`config.mk`:
```
export PLATFORM = sky130hd
export DESIGN_NAME = mbe_front
export DESIGN_NICKNAME = d
export VERILOG_FILES = /design/src/rtl/mbe_pkg.sv /design/src/rtl/mbe_front.sv
export SDC_FILE = /design/constraint.sdc
export NUM_CORES = 2
export LEC_CHECK = 0
export BUFFER_PORTS_ARGS = -buffer_cell sky130_fd_sc_hd__buf_2
export CAP_MARGIN = 20
export CORE_ASPECT_RATIO = 1.2
export CORE_UTILIZATION = 59
export CTS_BUF_LIST = sky130_fd_sc_hd__clkbuf_2
export CTS_CLUSTER_SIZE = 16
export DETAILED_ROUTE_END_ITERATION = 8
export PLACE_DENSITY = 0.86
export SLEW_MARGIN = 5
export SYNTH_ARGS = -nofsm -noshare
export SYNTH_HDL_FRONTEND = slang
export SYNTH_SLANG_ARGS = --single-unit
```
`constraint.sdc`:
```
create_clock -name clock -period 6.7 [get_ports clock]
set_input_delay 0.67 -clock clock [delete_from_list [all_inputs] [get_ports clock]]
set_output_delay 0.67 -clock clock [all_outputs]
set_load 0.02 [all_outputs]
```
`src/rtl/mbe_pkg.sv`:
```
`default_nettype none

package mbe_pkg;

   // Fixed-point format of the plotted plane
   localparam int COORD_WIDTH = 32;
   localparam int FRAC_BITS   = 26;
   localparam int INDEX_WIDTH = 12;

   // Register and field widths
   localparam int STEP_WIDTH  = COORD_WIDTH - 1;
   localparam int LIMIT_WIDTH = 10;
   localparam int SHADE_WIDTH = 4;
   localparam int CSR_INDEX_WIDTH = 3;
   localparam int CSR_DATA_WIDTH  = 32;

   // Mapping arithmetic
   localparam int PROD_WIDTH = INDEX_WIDTH + STEP_WIDTH;
   localparam int SUM_WIDTH  = ((PROD_WIDTH > COORD_WIDTH) ? PROD_WIDTH : COORD_WIDTH) + 2;

   // Iteration arithmetic
   localparam int SQ_WIDTH  = 2 * COORD_WIDTH;
   localparam int ACC_WIDTH = SQ_WIDTH + 1;

   // Escape thresholds: a part of magnitude 4, and |z|^2 of 16
   localparam logic [COORD_WIDTH-1:0] ESC_PART = COORD_WIDTH'(64'd4 << FRAC_BITS);
   localparam logic [ACC_WIDTH-1:0]   ESC_MAG  = ACC_WIDTH'(1) << (2 * FRAC_BITS + 4);

   // Shade scaling and its divider
   localparam int SHADE_SCALE = 9;
   localparam int REM_WIDTH   = LIMIT_WIDTH + SHADE_WIDTH;
   localparam int STEP_CNT_WIDTH = $clog2(SHADE_WIDTH);

   // Request queue between front and back
   localparam int QUEUE_DEPTH = 2;
   localparam int QPTR_WIDTH  = $clog2(QUEUE_DEPTH);
   localparam int QCNT_WIDTH  = $clog2(QUEUE_DEPTH + 1);

   // Register indexes
   localparam logic [CSR_INDEX_WIDTH-1:0] CSR_X_MIN  = 3'd0;
   localparam logic [CSR_INDEX_WIDTH-1:0] CSR_Y_MAX  = 3'd1;
   localparam logic [CSR_INDEX_WIDTH-1:0] CSR_X_STEP = 3'd2;
   localparam logic [CSR_INDEX_WIDTH-1:0] CSR_Y_STEP = 3'd3;
   localparam logic [CSR_INDEX_WIDTH-1:0] CSR_LIMIT  = 3'd4;

   // Register reset values
   localparam logic [COORD_WIDTH-1:0] X_MIN_RESET  = 32'hE000_0000;
   localparam logic [COORD_WIDTH-1:0] Y_MAX_RESET  = 32'h0400_0000;
   localparam logic [STEP_WIDTH-1:0]  X_STEP_RESET = 31'h0010_0000;
   localparam logic [STEP_WIDTH-1:0]  Y_STEP_RESET = 31'h0010_0000;
   localparam logic [LIMIT_WIDTH-1:0] LIMIT_RESET  = 10'd100;

   // Mapped point handed from front to back
   typedef struct packed {
      logic signed [COORD_WIDTH-1:0] cr;
      logic signed [COORD_WIDTH-1:0] ci;
   } coord_type;

   // Back-end sequencer states
   typedef enum logic [1:0] {
      ST_IDLE,
      ST_ITER,
      ST_DIV,
      ST_HOLD
   } iter_state_type;

endpackage

`default_nettype wire

```
`src/rtl/mbe_front.sv`:
```
`default_nettype none

module mbe_front
   import mbe_pkg::*;
(
   input  wire                           clock,
   input  wire                           reset,
   input  wire                           req_valid,
   output logic                          req_stall,
   input  wire        [INDEX_WIDTH-1:0]  req_column,
   input  wire        [INDEX_WIDTH-1:0]  req_row,
   input  wire signed [COORD_WIDTH-1:0]  x_min,
   input  wire signed [COORD_WIDTH-1:0]  y_max,
   input  wire        [STEP_WIDTH-1:0]   x_step,
   input  wire        [STEP_WIDTH-1:0]   y_step,
   output logic                          push,
   output coord_type                     push_data,
   input  wire                           queue_full
);

   logic                  s1_valid_ff, s1_valid_in;
   logic [PROD_WIDTH-1:0] prod_x_ff, prod_y_ff;
   logic                  accept;
   logic signed [SUM_WIDTH-1:0] sum_x, sum_y;

   function automatic logic signed [COORD_WIDTH-1:0] saturate(
      input logic signed [SUM_WIDTH-1:0] v
   );
      logic [SUM_WIDTH-COORD_WIDTH:0] top;
      top = v[SUM_WIDTH-1:COORD_WIDTH-1];
      if ((top == '0) || (top == '1)) begin
         return v[COORD_WIDTH-1:0];
      end else if (v[SUM_WIDTH-1]) begin
         return {1'b1, {(COORD_WIDTH-1){1'b0}}};
      end else begin
         return {1'b0, {(COORD_WIDTH-1){1'b1}}};
      end
   endfunction

   // Hold a request while its mapped point cannot enter the queue
   assign req_stall = s1_valid_ff && queue_full;
   assign accept    = req_valid && !req_stall;
   assign push      = s1_valid_ff && !queue_full;

   always_comb begin
      s1_valid_in = s1_valid_ff;
      if (accept) begin
         s1_valid_in = 1'b1;
      end else if (push) begin
         s1_valid_in = 1'b0;
      end
   end

   always_ff @(posedge clock) begin
      if (reset) begin
         s1_valid_ff <= 1'b0;
      end else begin
         s1_valid_ff <= s1_valid_in;
      end
   end

   // Scale pixel indexes by the step sizes
   always_ff @(posedge clock) begin
      if (accept) begin
         prod_x_ff <= PROD_WIDTH'(req_column) * PROD_WIDTH'(x_step);
         prod_y_ff <= PROD_WIDTH'(req_row) * PROD_WIDTH'(y_step);
      end
   end

   // Offset from the plot edges and clamp to the coordinate range
   always_comb begin
      sum_x = $signed({{(SUM_WIDTH-COORD_WIDTH){x_min[COORD_WIDTH-1]}}, x_min})
            + $signed({{(SUM_WIDTH-PROD_WIDTH){1'b0}}, prod_x_ff});
      sum_y = $signed({{(SUM_WIDTH-COORD_WIDTH){y_max[COORD_WIDTH-1]}}, y_max})
            - $signed({{(SUM_WIDTH-PROD_WIDTH){1'b0}}, prod_y_ff});
      push_data.cr = saturate(sum_x);
      push_data.ci = saturate(sum_y);
   end

endmodule

`default_nettype wire

```
# ---- Yosys cells after proc, flatten, opt, wreduce, memory -nomap -nowiden
# Index checks and enable logic that the tools add are counted.
dict set report totals {
  ff_bits 87
  latchBits 0
  mem_bits_rw 0
  mem_bits_ro 0
  inputBits 154
  output_inout_bits 66
  memories 0
}
dict set report op_classes {
  n_addsub 2
  multipliers 2
  div 0
  n_lt_le_gt_ge 0
  n_eq_ne 2
  shifts 0
  mux 6
  bitwise 0
  n_reduce_logical 10
}
# operator count
set op_table {}
lappend op_table {{$mux 32} 4}
lappend op_table {{$mul 12x31->43} 2}
lappend op_table {{$add 32x44->45} 1}
lappend op_table {{$sub 32x44->45} 1}
lappend op_table {{$eq 14x14->1 const B} 2}
lappend op_table {{$logic_not 14->1} 2}
lappend op_table {{$logic_and 1x1->1} 3}
lappend op_table {{$logic_not 1->1} 2}
lappend op_table {{$logic_or 1x1->1} 2}
lappend op_table {{$mux 1} 2}
lappend op_table {{$reduce_bool 2->1} 1}

# ---- Longest topological paths before layout
dict set report depth {
  depth_word 4
  depth_mapped 24
  mapped_depth_nobuf 23
}

# ---- Worst setup path after synthesis
# OpenSTA, ideal clock, no wires.
dict set report synth_timing {
  path_type {input-to-reg}
  start {input port req_row[6]}
  end {register prod_y_ff[41], data pin}
  setup_ps 257
  arrival_time_ps 6065
  slack_ps 377
  cell_stages 22
  path_buffers 1
  cell_sequence {clkbuf_1 nand2_1 fa_1 inv_1 fa_1 fa_1 fa_1 inv_1 fa_1 inv_1 ha_1 a21o_1 a21o_1 a2111oi_0 a21oi_1 a21o_1 a41o_1 nand2_1 o21ai_0 o21a_1 o41a_1 xor2_1}
}
dict set report synth_via {
  elab_chain_len 1
}
# item line
set synth_lines {}
lappend synth_lines {{start, declared} mbe_front.sv:11} ;# input wire [INDEX_WIDTH-1:0] req_row,
lappend synth_lines {{$mul 12x31->43} mbe_front.sv:66} ;# prod_y_ff <= PROD_WIDTH'(req_row) * PROD_WIDTH'(y_step);
lappend synth_lines {{end signal, assigned} mbe_front.sv:66}
lappend synth_lines {{end, declared} mbe_front.sv:22} ;# logic [PROD_WIDTH-1:0] prod_x_ff, prod_y_ff;
# Every way passes these cells.
# A chain may end at the register's enable or synchronous reset.

# ---- Final worst setup path
dict set report layout_timing {
  start {input port req_column[3]}
  end {register prod_x_ff[41], data pin}
}
dict set report layout_via {
  elab_chain_len 1
}
# item line
set layout_lines {}
lappend layout_lines {{start, declared} mbe_front.sv:10} ;# input wire [INDEX_WIDTH-1:0] req_column,
lappend layout_lines {{$mul 12x31->43} mbe_front.sv:65} ;# prod_x_ff <= PROD_WIDTH'(req_column) * PROD_WIDTH'(x_step);
lappend layout_lines {{end signal, assigned} mbe_front.sv:65}
lappend layout_lines {{end, declared} mbe_front.sv:22}
# Every way passes these cells.

==> flow_metrics.env <==
export IMPL_outcome="finished, final reports clean"
export IMPL_instances_no_fill=4596
export IMPL_hold_viol_final=0
export IMPL_drive_above_1_share_pct=8.885
export IMPL_setup_viol=0
export IMPL_cts_root_buffer="clkbuf_2"
export IMPL_fin_crit_sh_pct=92.72
export IMPL_fp_dieH_microns=256.1
export IMPL_hp_start="reset"
export IMPL_wire_per_inst_microns=17.47
export IMPL_grtUsageTotal_pct=30.40
export IMPL_rrSetupSlack_ps=4910
export IMPL_fin_area_sq_um=33710
export IMPL_tightest_slew_ps=1031
export IMPL_vias=26516
export IMPL_setup_ws_ps=487.7
export IMPL_grt_overflow=0
export IMPL_grt_util_met2_pct=50.28
export IMPL_arrival_ps=6610
export IMPL_critical_path_class="in2reg"
export IMPL_gp_congestion=0.9631
export IMPL_slew_headroom_pct=31.25
export IMPL_cts_sinks=87
export IMPL_drtPass1Iterations=8
export IMPL_ys_seq_area_share_pct=8.200
export IMPL_final_nets=4864
export IMPL_drtIter0Drc=2105
export IMPL_grt_pass1_vias=27367
export IMPL_synth_cells=3766
export IMPL_drv_cap=0
export IMPL_placedCellCount=4571
export IMPL_required_ps=7090
export IMPL_worst_r2r_endpoint="prod_y_ff[10]"
export IMPL_core_region_area_sq_um=52840
export IMPL_synth_cell_types=73
export IMPL_avgSynthCellArea_sq_um=8.428
export IMPL_grt_start_max_net_pins=87
export IMPL_final_core_util_pct=63.80
export IMPL_synthesis_nets=4752
export IMPL_dp_slack_ps=-108.0
export IMPL_grt_pass1_wl_microns=132900
export IMPL_clock_latency_ps=660
export IMPL_grt_busiest_layer="met2"
export IMPL_r2r_cells=4
export IMPL_synth_area_sq_um=31740
export IMPL_placed_area_sq_um=33530
export IMPL_synth_seq_cells=87
export IMPL_period_needed_ps=6212
export IMPL_antenna_found_initial=8
export IMPL_holdPathStages=2
export IMPL_vias_per_cell=5.769
export IMPL_ctsResizeCount=0
export IMPL_maxSlewViolCount=0
export IMPL_detail_route_antenna_nets=0
export IMPL_r2r_start="s1_valid_ff"
export IMPL_use_met3_pct=4.503
export IMPL_std_cell_rows=92
export IMPL_synth_flop_cell="edfxtp_1"
export IMPL_p_per_area_nw_per_um2=541.5
export IMPL_cts_buffer_depth=2
export IMPL_htreeDepth=3
export IMPL_async_flop_share_pct=0
export IMPL_cp_startpoint="req_column[3]"
export IMPL_clkTransAtPathRegs_ps=290
export IMPL_port_buffers=219
export IMPL_post_cts_buffers=0
export IMPL_finClkSkew_ps=64.50
export IMPL_hold_buffers=0
export IMPL_cts_tree="done"
export IMPL_die_area_sq_um=54730
export IMPL_fmax_mhz=161.0
export IMPL_holdWs_ps=111.7
export IMPL_finalWirelength_microns=80290
export IMPL_end_kind="register"
export IMPL_hold_end="s1_valid_ff"
export IMPL_initial_core_util_pct=60.07
export IMPL_leakagePower_nw=16.84
export IMPL_drc=0
export IMPL_synth_edf_count=86
export IMPL_cts_buffers=9
export IMPL_critPathLaunchType="input port"
export IMPL_irDropWorstVdd_uv=475.6
export IMPL_yosys_warnings=0
export IMPL_path_max_fanout=20
export IMPL_die_w_microns=213.7
export IMPL_met1_usage_pct=39.02
export IMPL_dp_hpwl_microns=66170
export IMPL_pin_count=220
export IMPL_area_delta_synth_final_pct=6.201
export IMPL_hp_class="in2reg"
export IMPL_rsz0062_at_grt="false"
cell usage after synthesis (15+ instances only):
cell | instances | share of area (%)
o21ai_0 | 75 | 1.2
and2_1 | 239 | 4.7
nand3_1 | 36 | 0.57
inv_1 | 719 | 8.5
nor3_1 | 22 | 0.35
nor2b_1 | 32 | 0.63
o21bai_1 | 20 | 0.47
xnor2_1 | 96 | 2.6
and3_1 | 16 | 0.32
edfxtp_1 | 86 | 8.1
fa_1 | 582 | 37
a211oi_1 | 15 | 0.35
a21oi_1 | 191 | 3.0
xor2_1 | 44 | 1.2
o211ai_1 | 21 | 0.50
nand3b_1 | 30 | 0.71
nand2b_1 | 16 | 0.32
a21o_1 | 64 | 1.5
o21a_1 | 25 | 0.59
o32ai_2 | 27 | 1.4
ha_1 | 250 | 9.9
a31oi_1 | 19 | 0.37
nand4_1 | 32 | 0.63
nor2_1 | 153 | 1.8
clkbuf_1 | 178 | 2.1
nand2_1 | 624 | 7.4
registers in the layout (all words and copies together) (netlist names):
register and cells:
prod_x_ff 43, prod_y_ff 43, s1_valid_ff 1
logic make-up after synthesis:
group                      synth area share [%]
AOI/OAI and AO/OA                         12.06
xor gates and xnor gates                  3.863
adders and majority gates                 46.56
buffers and inverters                     10.84
DFF                                       8.200
muxes                                    0.2208
and+or+nand+nor                           18.25
critical path, cell delays in order:
cell and delay, ps:
buf_2 350, nand2_1 160, fa_1 530, fa_1 520, inv_1 60, fa_1 490, fa_1 500, inv_1 50
fa_1 470, inv_1 60, ha_1 210, nor4_1 370, o211ai_1 150, a32oi_1 210, o21ai_0 130, a21oi_1 230
o211ai_1 140, a2111oi_0 520, o41a_1 220, o21ai_0 110, a221oi_1 330, xnor2_1 100
metrics by stage:
| step | setup TNS [ps] | power (mW) |
|---|---|---|
| detailed placement | -108.0 | 17.70 |
| global placement | 0 | 17.25 |
| global route | 0 | 20.24 |
| CTS | 0 | 18.11 |
| finish | 0 | 18.25 |
| floorplan | 0 | 13.69 |
report_power, final:
part / switching [mW] / internal, mW
combinational: 9.43 / 6.88
sequential: 0.0930 / 1.54
clock: 0.190 / 0.125
total: 9.71 / 8.54
metal layers:
metal	vias up	part of all wire (%)	wire length (microns)
li1	12081	-	-
met1	12886	39	31120
met2	1284	48	38680
met3	265	8.3	6645
met4	0	4.8	3852
met5	-	0	0
final cells by class:
cell class,count,area [sq um]
Tap cell,705,882.1
Inverter,719,2699
Fill cell,4204,19130
Clock buffer,9,45.04
Antenna cell,8,20.02
Clock inverter,7,95.09
Multi-Input combinational cell,2771,25720
Sequential cell,87,2603
Timing Repair Buffer,290,1642
placed cells by master (no fill, tap or decap), drive strengths merged, types with 6 or more instances in the layout:
| cell | n |
|---|---|
| a211o | 7 |
| a211oi | 15 |
| a21boi | 8 |
| a21o | 64 |
| a21oi | 191 |
| a221oi | 9 |
| a31oi | 19 |
| and2 | 239 |
| and3 | 17 |
| buf | 290 |
| clkbuf | 9 |
| diode | 8 |
| edfxtp | 86 |
| fa | 582 |
| ha | 250 |
| inv | 721 |
| mux2i | 7 |
| nand2 | 624 |
| nand2b | 16 |
| nand3 | 36 |
| nand3b | 30 |
| nand4 | 32 |
| nor2 | 153 |
| nor2b | 32 |
| nor3 | 22 |
| nor4 | 7 |
| o211ai | 21 |
| o21a | 25 |
| o21ai | 81 |
| o21bai | 20 |
| o22ai | 6 |
| o31ai | 12 |
| o32ai | 32 |
| o41ai | 6 |
| or4 | 8 |
| xnor2 | 96 |
| xor2 | 44 |
worst max-delay path by stage:
stage | end | slack [ps] | depth (start not counted)
final | prod_x_ff[41] | 490 | 22
after global routing | prod_x_ff[41] | 200 | 22
after CTS | prod_x_ff[41] | 620 | 22
after detailed placement | prod_x_ff[41] | -110 | 22
after global placement | prod_x_ff[41] | 110 | 22
after floorplan | prod_y_ff[41] | 380 | 22
No activity file was read; power rests on OpenSTA's default activity.
