### src/rtl/mbe_pkg.sv
`default_nettype none

package mbe_pkg;

   // Fixed-point format of the plotted plane
   localparam int COORD_WIDTH = 32;
   localparam int FRAC_BITS   = 26;
   localparam int INDEX_WIDTH = 12;

   // Register and field widths
   localparam int STEP_WIDTH  = COORD_WIDTH - 1;
   localparam int LIMIT_WIDTH = 10;
   localparam int SHADE_WIDTH = 4;
   localparam int CSR_INDEX_WIDTH = 3;
   localparam int CSR_DATA_WIDTH  = 32;

   // Mapping arithmetic
   localparam int PROD_WIDTH = INDEX_WIDTH + STEP_WIDTH;
   localparam int SUM_WIDTH  = ((PROD_WIDTH > COORD_WIDTH) ? PROD_WIDTH : COORD_WIDTH) + 2;

   // Iteration arithmetic
   localparam int SQ_WIDTH  = 2 * COORD_WIDTH;
   localparam int ACC_WIDTH = SQ_WIDTH + 1;

   // Escape thresholds: a part of magnitude 4, and |z|^2 of 16
   localparam logic [COORD_WIDTH-1:0] ESC_PART = COORD_WIDTH'(64'd4 << FRAC_BITS);
   localparam logic [ACC_WIDTH-1:0]   ESC_MAG  = ACC_WIDTH'(1) << (2 * FRAC_BITS + 4);

   // Shade scaling and its divider
   localparam int SHADE_SCALE = 9;
   localparam int REM_WIDTH   = LIMIT_WIDTH + SHADE_WIDTH;
   localparam int STEP_CNT_WIDTH = $clog2(SHADE_WIDTH);

   // Request queue between front and back
   localparam int QUEUE_DEPTH = 2;
   localparam int QPTR_WIDTH  = $clog2(QUEUE_DEPTH);
   localparam int QCNT_WIDTH  = $clog2(QUEUE_DEPTH + 1);

   // Register indexes
   localparam logic [CSR_INDEX_WIDTH-1:0] CSR_X_MIN  = 3'd0;
   localparam logic [CSR_INDEX_WIDTH-1:0] CSR_Y_MAX  = 3'd1;
   localparam logic [CSR_INDEX_WIDTH-1:0] CSR_X_STEP = 3'd2;
   localparam logic [CSR_INDEX_WIDTH-1:0] CSR_Y_STEP = 3'd3;
   localparam logic [CSR_INDEX_WIDTH-1:0] CSR_LIMIT  = 3'd4;

   // Register reset values
   localparam logic [COORD_WIDTH-1:0] X_MIN_RESET  = 32'hE000_0000;
   localparam logic [COORD_WIDTH-1:0] Y_MAX_RESET  = 32'h0400_0000;
   localparam logic [STEP_WIDTH-1:0]  X_STEP_RESET = 31'h0010_0000;
   localparam logic [STEP_WIDTH-1:0]  Y_STEP_RESET = 31'h0010_0000;
   localparam logic [LIMIT_WIDTH-1:0] LIMIT_RESET  = 10'd100;

   // Mapped point handed from front to back
   typedef struct packed {
      logic signed [COORD_WIDTH-1:0] cr;
      logic signed [COORD_WIDTH-1:0] ci;
   } coord_type;

   // Back-end sequencer states
   typedef enum logic [1:0] {
      ST_IDLE,
      ST_ITER,
      ST_DIV,
      ST_HOLD
   } iter_state_type;

endpackage

`default_nettype wire

### src/rtl/mbe_queue.sv
`default_nettype none

module mbe_queue
   import mbe_pkg::*;
(
   input  wire        clock,
   input  wire        reset,
   input  wire        push,
   input  coord_type  push_data,
   output logic       full,
   output logic       not_empty,
   input  wire        pop,
   output coord_type  pop_data
);

   coord_type              entry_ff [QUEUE_DEPTH];
   logic [QPTR_WIDTH-1:0]  wr_ptr_ff, wr_ptr_in;
   logic [QPTR_WIDTH-1:0]  rd_ptr_ff, rd_ptr_in;
   logic [QCNT_WIDTH-1:0]  count_ff, count_in;
   logic                   do_push, do_pop;

   assign full      = (count_ff == QCNT_WIDTH'(QUEUE_DEPTH));
   assign not_empty = (count_ff != '0);
   assign do_push   = push && !full;
   assign do_pop    = pop && not_empty;
   assign pop_data  = entry_ff[rd_ptr_ff];

   // Advance pointers and occupancy
   always_comb begin
      wr_ptr_in = wr_ptr_ff;
      rd_ptr_in = rd_ptr_ff;
      count_in  = count_ff;
      if (do_push) begin
         wr_ptr_in = (wr_ptr_ff == QPTR_WIDTH'(QUEUE_DEPTH - 1)) ? '0 : wr_ptr_ff + 1'b1;
      end
      if (do_pop) begin
         rd_ptr_in = (rd_ptr_ff == QPTR_WIDTH'(QUEUE_DEPTH - 1)) ? '0 : rd_ptr_ff + 1'b1;
      end
      if (do_push && !do_pop) begin
         count_in = count_ff + 1'b1;
      end else if (do_pop && !do_push) begin
         count_in = count_ff - 1'b1;
      end
   end

   always_ff @(posedge clock) begin
      if (reset) begin
         wr_ptr_ff <= '0;
         rd_ptr_ff <= '0;
         count_ff  <= '0;
      end else begin
         wr_ptr_ff <= wr_ptr_in;
         rd_ptr_ff <= rd_ptr_in;
         count_ff  <= count_in;
      end
   end

   always_ff @(posedge clock) begin
      if (do_push) begin
         entry_ff[wr_ptr_ff] <= push_data;
      end
   end

endmodule

`default_nettype wire

### config.mk
export PLATFORM = sky130hd
export DESIGN_NAME = mbe_queue
export DESIGN_NICKNAME = d
export VERILOG_FILES = /design/src/rtl/mbe_pkg.sv /design/src/rtl/mbe_queue.sv
export SDC_FILE = /design/constraint.sdc
export NUM_CORES = 1
export LEC_CHECK = 0
export BUFFER_PORTS_ARGS = -buffer_cell sky130_fd_sc_hd__buf_4
export CAP_MARGIN = 20
export CORE_UTILIZATION = 52
export DETAILED_ROUTE_END_ITERATION = 8
export PLACE_DENSITY = 0.79
export SYNTH_ARGS = -nofsm -noshare
export SYNTH_HDL_FRONTEND = slang
export SYNTH_SLANG_ARGS = --single-unit
export TNS_END_PERCENT = 100
### constraint.sdc
create_clock -name clock -period 3.4 [get_ports clock]
set_input_delay 0.34 -clock clock [delete_from_list [all_inputs] [get_ports clock]]
set_output_delay 0.34 -clock clock [all_outputs]
set_load 0.005 [all_outputs]
After elaboration in Yosys (flattened, before gate mapping)
Memories as Yosys holds them, arrays and structs flattened. A register that Yosys moved wholly into a read port is not among the register bits.
Index checks and enable logic that the tools add are counted.
{"block": "word_totals", "n_memories": 1, "register_bits": 4, "elab_cells": 26, "inputBits": 68, "mem_bits_rw": 128}
{"name": "entry_ff", "depth": 2, "word_bits": 64, "rd": 1, "rd_ports_with_merged_regs": 1, "write_ports": 1, "line": "mbe_queue.sv:16", "source": "coord_type entry_ff [QUEUE_DEPTH];"}
{"block": "classes", "n_reduce_logical": 9, "add_sub_neg": 4, "n_mux": 8, "eq_ne": 1}
{"op": "$mux W1", "n": 6}
{"op": "$logic_and A1 B1 Y1", "n": 4}
{"op": "$mux W2", "n": 2}
{"op": "$reduce_bool A2 Y1", "n": 2}
{"op": "$logic_not A1 Y1", "n": 3}
{"op": "$add A1 B1 Y1 const B", "n": 2}
{"op": "$add A2 B1 Y2 const B", "n": 1}
{"op": "$eq A2 B2 Y1 const B", "n": 1}
{"op": "$sub A2 B1 Y2 const B", "n": 1}

Depth between registers and ports, before layout
Gate-level depths: netlist of run 1.
{"block": "depth", "depth_word": 7, "mapped_depth": 6, "ltp_nobuf": 6}

Worst setup path before layout of run 1
Ideal clock, no wire load.
{"block": "synth_path", "path_type": "register -> register", "startpoint": "reg count_ff[1]", "endpoint": "mem entry_ff[1][0] in the netlist's numbering, enable pin", "setup_ns": 0.429, "setup_slack_ns": 0.852, "stages_incl_launch_ff": 4, "t_required_ns": 2.971, "arrival_ns": 2.119, "synth_period_minus_slack_ns": 2.548, "path_cell_list": "dfxtp_1 -> nor2b_2 -> nor2_1 -> and2_1"}
{"block": "synth_between", "elab_chain_cells": 5}
{"element": "start: declaration", "line": "mbe_queue.sv:19", "source": "logic [QCNT_WIDTH-1:0] count_ff, count_in;"}
{"element": "start signal: assignment", "line": "mbe_queue.sv:54", "source": "count_ff <= count_in;"}
{"element": "$eq A2 B2 Y1", "line": "mbe_queue.sv:22", "source": "assign full = (count_ff == QCNT_WIDTH'(QUEUE_DEPTH));"}
{"element": "named net full", "line": "mbe_queue.sv:10", "source": "output logic full,"}
{"element": "$logic_not A1 Y1", "line": "mbe_queue.sv:24", "source": "assign do_push = push && !full;"}
{"element": "$logic_and A1 B1 Y1", "line": "mbe_queue.sv:24"}
{"element": "$mux W1", "line": "mbe_queue.sv:59", "source": "if (do_push) begin"}
{"element": "$mux W1 (implied by the code)", "line": "mbe_queue.sv:60", "source": "entry_ff[wr_ptr_ff] <= push_data;"}
{"element": "end: declaration", "line": "mbe_queue.sv:16"}
The timed path passes the listed nets, and every way through them passes these cells.

==> impl_results.md, run 1 <==
- Crit-path cells: buf_12 -> mux2_2 -> buf_4
- CTS buffer count: 17
- Fillers: ~510
- Starting Density: 0.5464
- P per Cell Area: between 700 and 800 nW/um^2
- Complex-gate fraction of the synthesized area: 0.005176
- Die H: between 90 and 100 um
- Hold Crit Class: in2reg
- Number of iterations in the first detailed-routing pass: 9
- Slowest stage cell, crit path: dfxtp_2
- Most common cell after layout, fill and taps aside: buf_4
- # rows: 34
- Die area: between 9000 and 10000 um^2
- Largest net degree at the start of global routing: 36
- Tcrit/Tclk final: 0.7305
- Nets: 453
- XOR/XNOR share of the synthesized area: 0.005435
- Diode count: 0
- Ys Warns: 0
- CP arrival: ~2.1 ns
- First-pass GRT wire length: about 13000 um
- Required time worst endpoint: a little over 3 ns
- Gate count of the mapped netlist: between 200 and 250
- Layout area overhead: 39.42%
- Clock latency on the worst-skew pair: 0.50 ns
- Simple-Gate Fraction of Synth Area: 0.01009
- Tmin final: around 2.5 ns
- Layout cells sized above 1: 0.5945
- Die Wd: 98.42 um
- Most frequent cells in the layout: 133 x buf_4, 128 x edfxtp_1, 64 x mux2_2
- Flops & latches, synth: 133
- Worst hold slack: 0.02289 ns
- Final hold violation count: 0
- CTS Buffer Depth: 2
- Final setup fails: 0
- GRT Util Overall: 0.1867
- RSZ-0062 raised after global routing: no
- Port Buffers: between 100 and 150
- Slew Viols, Final: 0
- Peak Freq: between 400 and 500 MHz
- CP endpoint kind: output pin
- Grt ovf: 0
- Main combinational cell family by area after synthesis: multiplexers
- Core box area: just under 9000 um^2
- Routability cong.: 0.7249
- Mapped Area: 4835 um^2
- CP Launch Type: flop
- Worst-Margin Slew: ~0.79 ns
- Avg Inst Size Synth: approximately 22 um^2
- Sequential area share after synthesis: 0.8157
- Failing checks: DRC
- Mux share of post-synthesis cell area: 0.1491
- Clk_skew: just over 0.01 ns
- Final core utilization: 0.7617
- WL final: between 8000 and 9000 um
- Leakage Power: approximately 0.0026 uW
- Clock transition at path regs: about 0.060 ns
- Io pins: around 130
- Clk sink count: approximately 130
- CP top delay family: flip-flops
- Buf/Inv on CP: 2
- Multi-input gate area: 834.6 um^2
- Residual DRC: 7
- Rel. slew slack: 0.4727
- Crit-path max cell delay: 0.81 ns
- Levels on crit path: 3
- Total Negative Setup Slacks: 0 ns
- Worst-path fanout max: 35
- Outcome: complete, but fails checks
- Vias/cell: 5.184
- Vias: roughly 2600
- FF+latch area: around 4000 um^2
- Peak VDD IR: approximately 0.60 mV
- Initial antenna violation count: 0
- Max Cap Viol: 0
- Clk root buf: clkbuf_8
- CTS tree: built
- H-tree lvl count: 4
- Distinct cell type count after synthesis: 15
- Critical path type: reg2out
- DP HPWL: 5451 um
- Number of global-route vias before repair: 2664
- Antenna-violating nets left: 0
- Adder-Cell Fraction of Synth Area: 0.002588
- Drt first-iter violations: 127
- Reg2reg path depth: 4
- DR WL/cell: between 15 and 20 um
- Syn Nets: 293
- Hold-critical path depth: 1
- Post-CTS Setup Bufs: 0
-- through the flow --
step | cell area (um^2) | instances | worst slack (ns) | power, uW
2_1_floorplan | 4835 | 224 | 0.8520 | 2758
6_report | 6740 | 505 | 0.9164 | 5255
4_1_cts | 6620 | 493 | 0.8608 | 5289
3_3_place_gp | 5981 | 461 | 1.378 | 3311
5_1_grt | 6740 | 505 | 0.7731 | 5452
3_5_place_dp | 5981 | 461 | 1.356 | 3344
-- report_power, final --
group          internal [uW]  switching, uW  total [uW]
registers               2060            108        2170
clock network           1270            667        1940
logic                    680            466        1150
total                   4010           1240        5260
-- Yosys cell counts, drive strengths merged --
cell    count  area share
a21oi       2      0.0021
and2        1      0.0013
buf         7       0.010
dfxtp       5       0.021
edfxtp    128        0.80
ha          1      0.0026
inv         2      0.0016
mux2       64        0.15
nor2        4      0.0031
nor2b       1      0.0018
o21ai       3      0.0031
or2         1      0.0013
or3         2      0.0026
xor2        3      0.0054
-- cells by family after synthesis --
group	Yosys count
fa+ha+maj	1
mux	64
simple gates	9
xor+xnor	3
buf+inv	9
flops	133
compound gates	5
-- area by class of cell --
cell class                 count  share of cell area
clock buffer                  17             0.06144
timing repair buffer         148              0.1749
multi-input combinational     82              0.1238
sequential                   133              0.5853
tap                          108             0.02005
clock inverter                15             0.03341
inverter                       2            0.001114
-- flip-flops by register name, indices dropped and copies added (netlist names), named ones only --
| register | cells |
|---|---|
| count_ff | 2 |
| entry_ff | 128 |
| rd_ptr_ff | 1 |
| wr_ptr_ff | 1 |
-- layer usage --
layer	GRT usage	vias to the layer above	wire, um
met1	0.2056	1315	3412
met5	0	-	0
met4	0.07463	0	76
met2	0.3294	92	4858
li1	-	1205	-
met3	0.06809	6	523
-- final timing paths --
kind | startpoint | endpoint | slack, ns
worst max-delay path | flop | pop_data[6] | 0.92
worst min-delay path | push_data[24] | entry_ff[1][24] | 0.02
worst max register to register | count_ff[0] | entry_ff[0][39] | 1.36
worst min register to register | wr_ptr_ff | wr_ptr_ff | 0.49
-- what timing repair did --
item                                    CTS  global route
gates resized for setup                   0             0
hold buffers                              0            12
endpoints found under the setup margin    0             0
hold endpoints to repair                  0            22
-- worst reg2reg max path, stage by stage (launching register included) --
cell and delay (ns):
dfxtp_1 0.43, nor2b_2 0.09, or3_1 0.35, inv_2 0.54, buf_12 0.33
(Power assumes the default switching activity.)
==> inputs of run 2 (changes only) <==
--- a/config.mk
+++ b/config.mk
@@ -5,11 +5,12 @@
 export SDC_FILE = /design/constraint.sdc
 export NUM_CORES = 1
 export LEC_CHECK = 0
+export ABC_AREA = 1
 export BUFFER_PORTS_ARGS = -buffer_cell sky130_fd_sc_hd__buf_4
 export CAP_MARGIN = 20
-export CORE_UTILIZATION = 52
+export CORE_UTILIZATION = 47
 export DETAILED_ROUTE_END_ITERATION = 8
-export PLACE_DENSITY = 0.79
+export PLACE_DENSITY = 0.75
 export SYNTH_ARGS = -nofsm -noshare
 export SYNTH_HDL_FRONTEND = slang
 export SYNTH_SLANG_ARGS = --single-unit
==> constraint.sdc (replaced) <==
create_clock -name clock -period 2.2 [get_ports clock]
set_input_delay 0.22 -clock clock [delete_from_list [all_inputs] [get_ports clock]]
set_output_delay 0.22 -clock clock [all_outputs]
set_load 0.005 [all_outputs]
==> run 2 against run 1 <==
The flow now finishes without violations. Global-route usage fell by 0.53 points. Clock power rose by 51%. Combinational power increased by 72%. Critical path depth is the same. Critical endpoint is now pop_data[57]. Largest power group unchanged.
==> impl_results.md, run 2 <==
- Largest net degree at the start of global routing: 43 (+19%)
- Routability cong.: 0.7172 (-1.1%)
- Number of global-route vias before repair: 3045 (+14%)
- Post-synthesis async set-or-reset flop share: 0 (unchanged)
- Drt first-iter violations: 111 (-13%)
- Initial antenna violation count: 0 (unchanged)
- Clock latency on the worst-skew pair: 0.50 ns (about the same)
- GRT Util Overall: 0.1814 (-0.005299)
- Final core utilization: 0.7213 (-0.04046)
- Required time worst endpoint: 1.98 ns (-1.08 ns)
- Outcome: completed
- Post-CTS Setup Bufs: 0 (unchanged)
- Largest register FFs: 128 (unchanged)
- CTS tree: built
- Residual DRC: 0 (-7)
- Clock transition at path regs: 0.06 ns (about the same)
- Leakage Power: 0.003026 uW (+19%)
- RSZ-0062 raised after global routing: no
- Slew Viols, Final: 0 (unchanged)
- Avg Inst Size Synth: 21.89 um^2 (+1.4%)
- Most common cell after layout, fill and taps aside: buf_4
- Nets: 521 (+15%)
- Largest reg by FF count: entry_ff
- Io pins: 134 (unchanged)
- Vias/cell: 4.694 (-9.5%)
- Final hold violation count: 0 (unchanged)
- DP HPWL: 5714 um (+4.8%)
- Rel. slew slack: 0.6205 (+0.1478)
- Dominant cell type by area after synthesis: edfxtp_1
- Clk_skew: 0.005896 ns (-0.004224 ns)
- CP endpoint kind: output pin
- Syn Nets: 305 (+4.1%)
- Tmin final: around 2.1 ns
- Distinct cell type count after synthesis: 15 (unchanged)
- Core box area: 10510 um^2 (+19%)
- Ys Warns: 0 (unchanged)
- P per Cell Area: 1091 nW/um^2 (+40%)
- Final setup fails: 0 (unchanged)
- Die area: 11410 um^2 (+18%)
- H-tree lvl count: 4 (unchanged)
- Diode count: 0 (unchanged)
- Most frequent cell after synthesis: edfxtp_1
- Biggest regs: entry_ff (128), count_ff (2)
- CP arrival: 1.87 ns (-0.27 ns)
- Clk sink count: 133 (unchanged)
- Layout area overhead: 46.75%
- Vias: 2821 (+7.8%)
- Port Buffers: 133 (unchanged)
- Mapped Area: 5165 um^2 (+6.8%)
- Most used DFF post-synth: edfxtp_1
- CTS buffer count: 17 (unchanged)
- DR WL/cell: 16.24 um (-7.6%)
- Post_cts resized: 0 (unchanged)
- Yosys top cell area share: 0.7442 (-0.05085)
- Most frequent cells in the layout: 136 x buf_4, 128 x edfxtp_1, 65 x dlygate4sd3_1
- Top cells by area, synth: edfxtp_1 74%, mux2_4 17%, buf_12 2.3%
- Number of iterations in the first detailed-routing pass: 4 (-5)
- WL final: 9760 um (+10%)
- Gate count of the mapped netlist: 236 (+5.4%)
- Antenna-violating nets left: 0 (unchanged)
- Starting Density: 0.4915 (-0.05489)
- Synth cell count leaders: 128 x edfxtp_1, 60 x mux2_4, 8 x inv_1, 8 x nor2_1, 7 x nand2_1
- # placed instances: 504 (+9.3%)
- Tcrit/Tclk final: 0.9518
- Flops & latches, synth: 133 (unchanged)
- Grt ovf: 0 (unchanged)
- Layout cells sized above 1: 0.5054 (-0.08908)
- Critical path type: reg2out
- # rows: 37 (+8.8%)
- Post-synth EDFFs: 128 (unchanged)
- Worst hold slack: 0.03062 ns (+0.007730 ns)
- Hold Crit Class: in2reg
- Final Instance Count excl. Fillers: 601 (+19%)
- Worst-path fanout max: 26 (-26%)
- Max Cap Viol: 0 (unchanged)
- Worst-Margin Slew: 0.5693 ns (-0.2217 ns)
- CTS hold repair buffers: 65 (+65)
- Die Wd: 106.8 um (+8.5%)
- CTS Buffer Depth: 2 (unchanged)
- Peak VDD IR: 0.6959 mV (+16%)
- Sequential area share after synthesis: 0.7636 (-0.05217)
- Die H: 106.8 um (+8.5%)
- Peak Freq: 477.6 MHz
- Clk root buf: clkbuf_8
- First-pass GRT wire length: 15080 um (+15%)
- CP Launch Type: flop
==> run 2: path summary, 6_finish.rpt <==
kind	start	to	slack, ns	cells after the start
worst min-delay path	pop	rd_ptr_ff	0.03	3
worst max-delay path	flop	pop_data[57]	0.11	3
worst min register to register	wr_ptr_ff	wr_ptr_ff	0.54	2
worst max register to register	count_ff[1]	count_ff[1]	0.67	9
==> run 2: cells by family (layout without fill, tap and decap cells) <==
| family | Yosys count | count (layout) | synth area share |
|---|---|---|---|
| flops | 133 | 133 | 0.7636 |
| mux | 64 | 64 | 0.1831 |
| simple gates | 18 | 18 | 0.01405 |
| buf+inv | 15 | 244 | 0.03125 |
| compound gates | 5 | 5 | 0.005572 |
| fa+ha+maj | 1 | 1 | 0.002422 |
==> run 2: final cells by class <==
class | count | area [um^2]
clock buffer | 17 | 414.1
clock inverter | 15 | 211.5
fill | 639 | 2929
inverter | 8 | 30.03
multi-input combinational | 88 | 1075
sequential | 133 | 3948
tap | 136 | 170.2
timing repair buffer | 204 | 1732
==> run 2: worst max-delay path, cell delays in order (launching register included) <==
cell and delay, ns:
dfxtp_4 0.61, buf_12 0.28, mux2_4 0.32, buf_4 0.14
==> run 2: power breakdown <==
part | leakage, uW | switching (uW) | internal, uW
logic | 0.00149 | 785 | 1200
registers | 0.00124 | 160 | 3210
clock network | 0.000298 | 983 | 1940
==> run 2: metal layers <==
metal / up-vias / share of wire / GRT usage
met5: - / 0 / 0
met4: 0 / 0.024 / 0.08611
met3: 15 / 0.041 / 0.04802
met2: 83 / 0.55 / 0.3300
met1: 1374 / 0.39 / 0.1949
li1: 1349 / - / -
==> run 2: through the flow <==
stage / power, uW / setup slack [ns] / instance area [um^2] / TNS (ns)
final: 8272 / 0.1061 / 7580 / 0
after CTS: 8332 / 0.07832 / 7580 / 0
after global routing: 8616 / 0.02139 / 7580 / 0
after detailed placement: 5310 / 0.6246 / 6304 / 0
after global placement: 5250 / 0.6295 / 6304 / 0
after floorplan: 4533 / -0.3688 / 5170 / -47.19
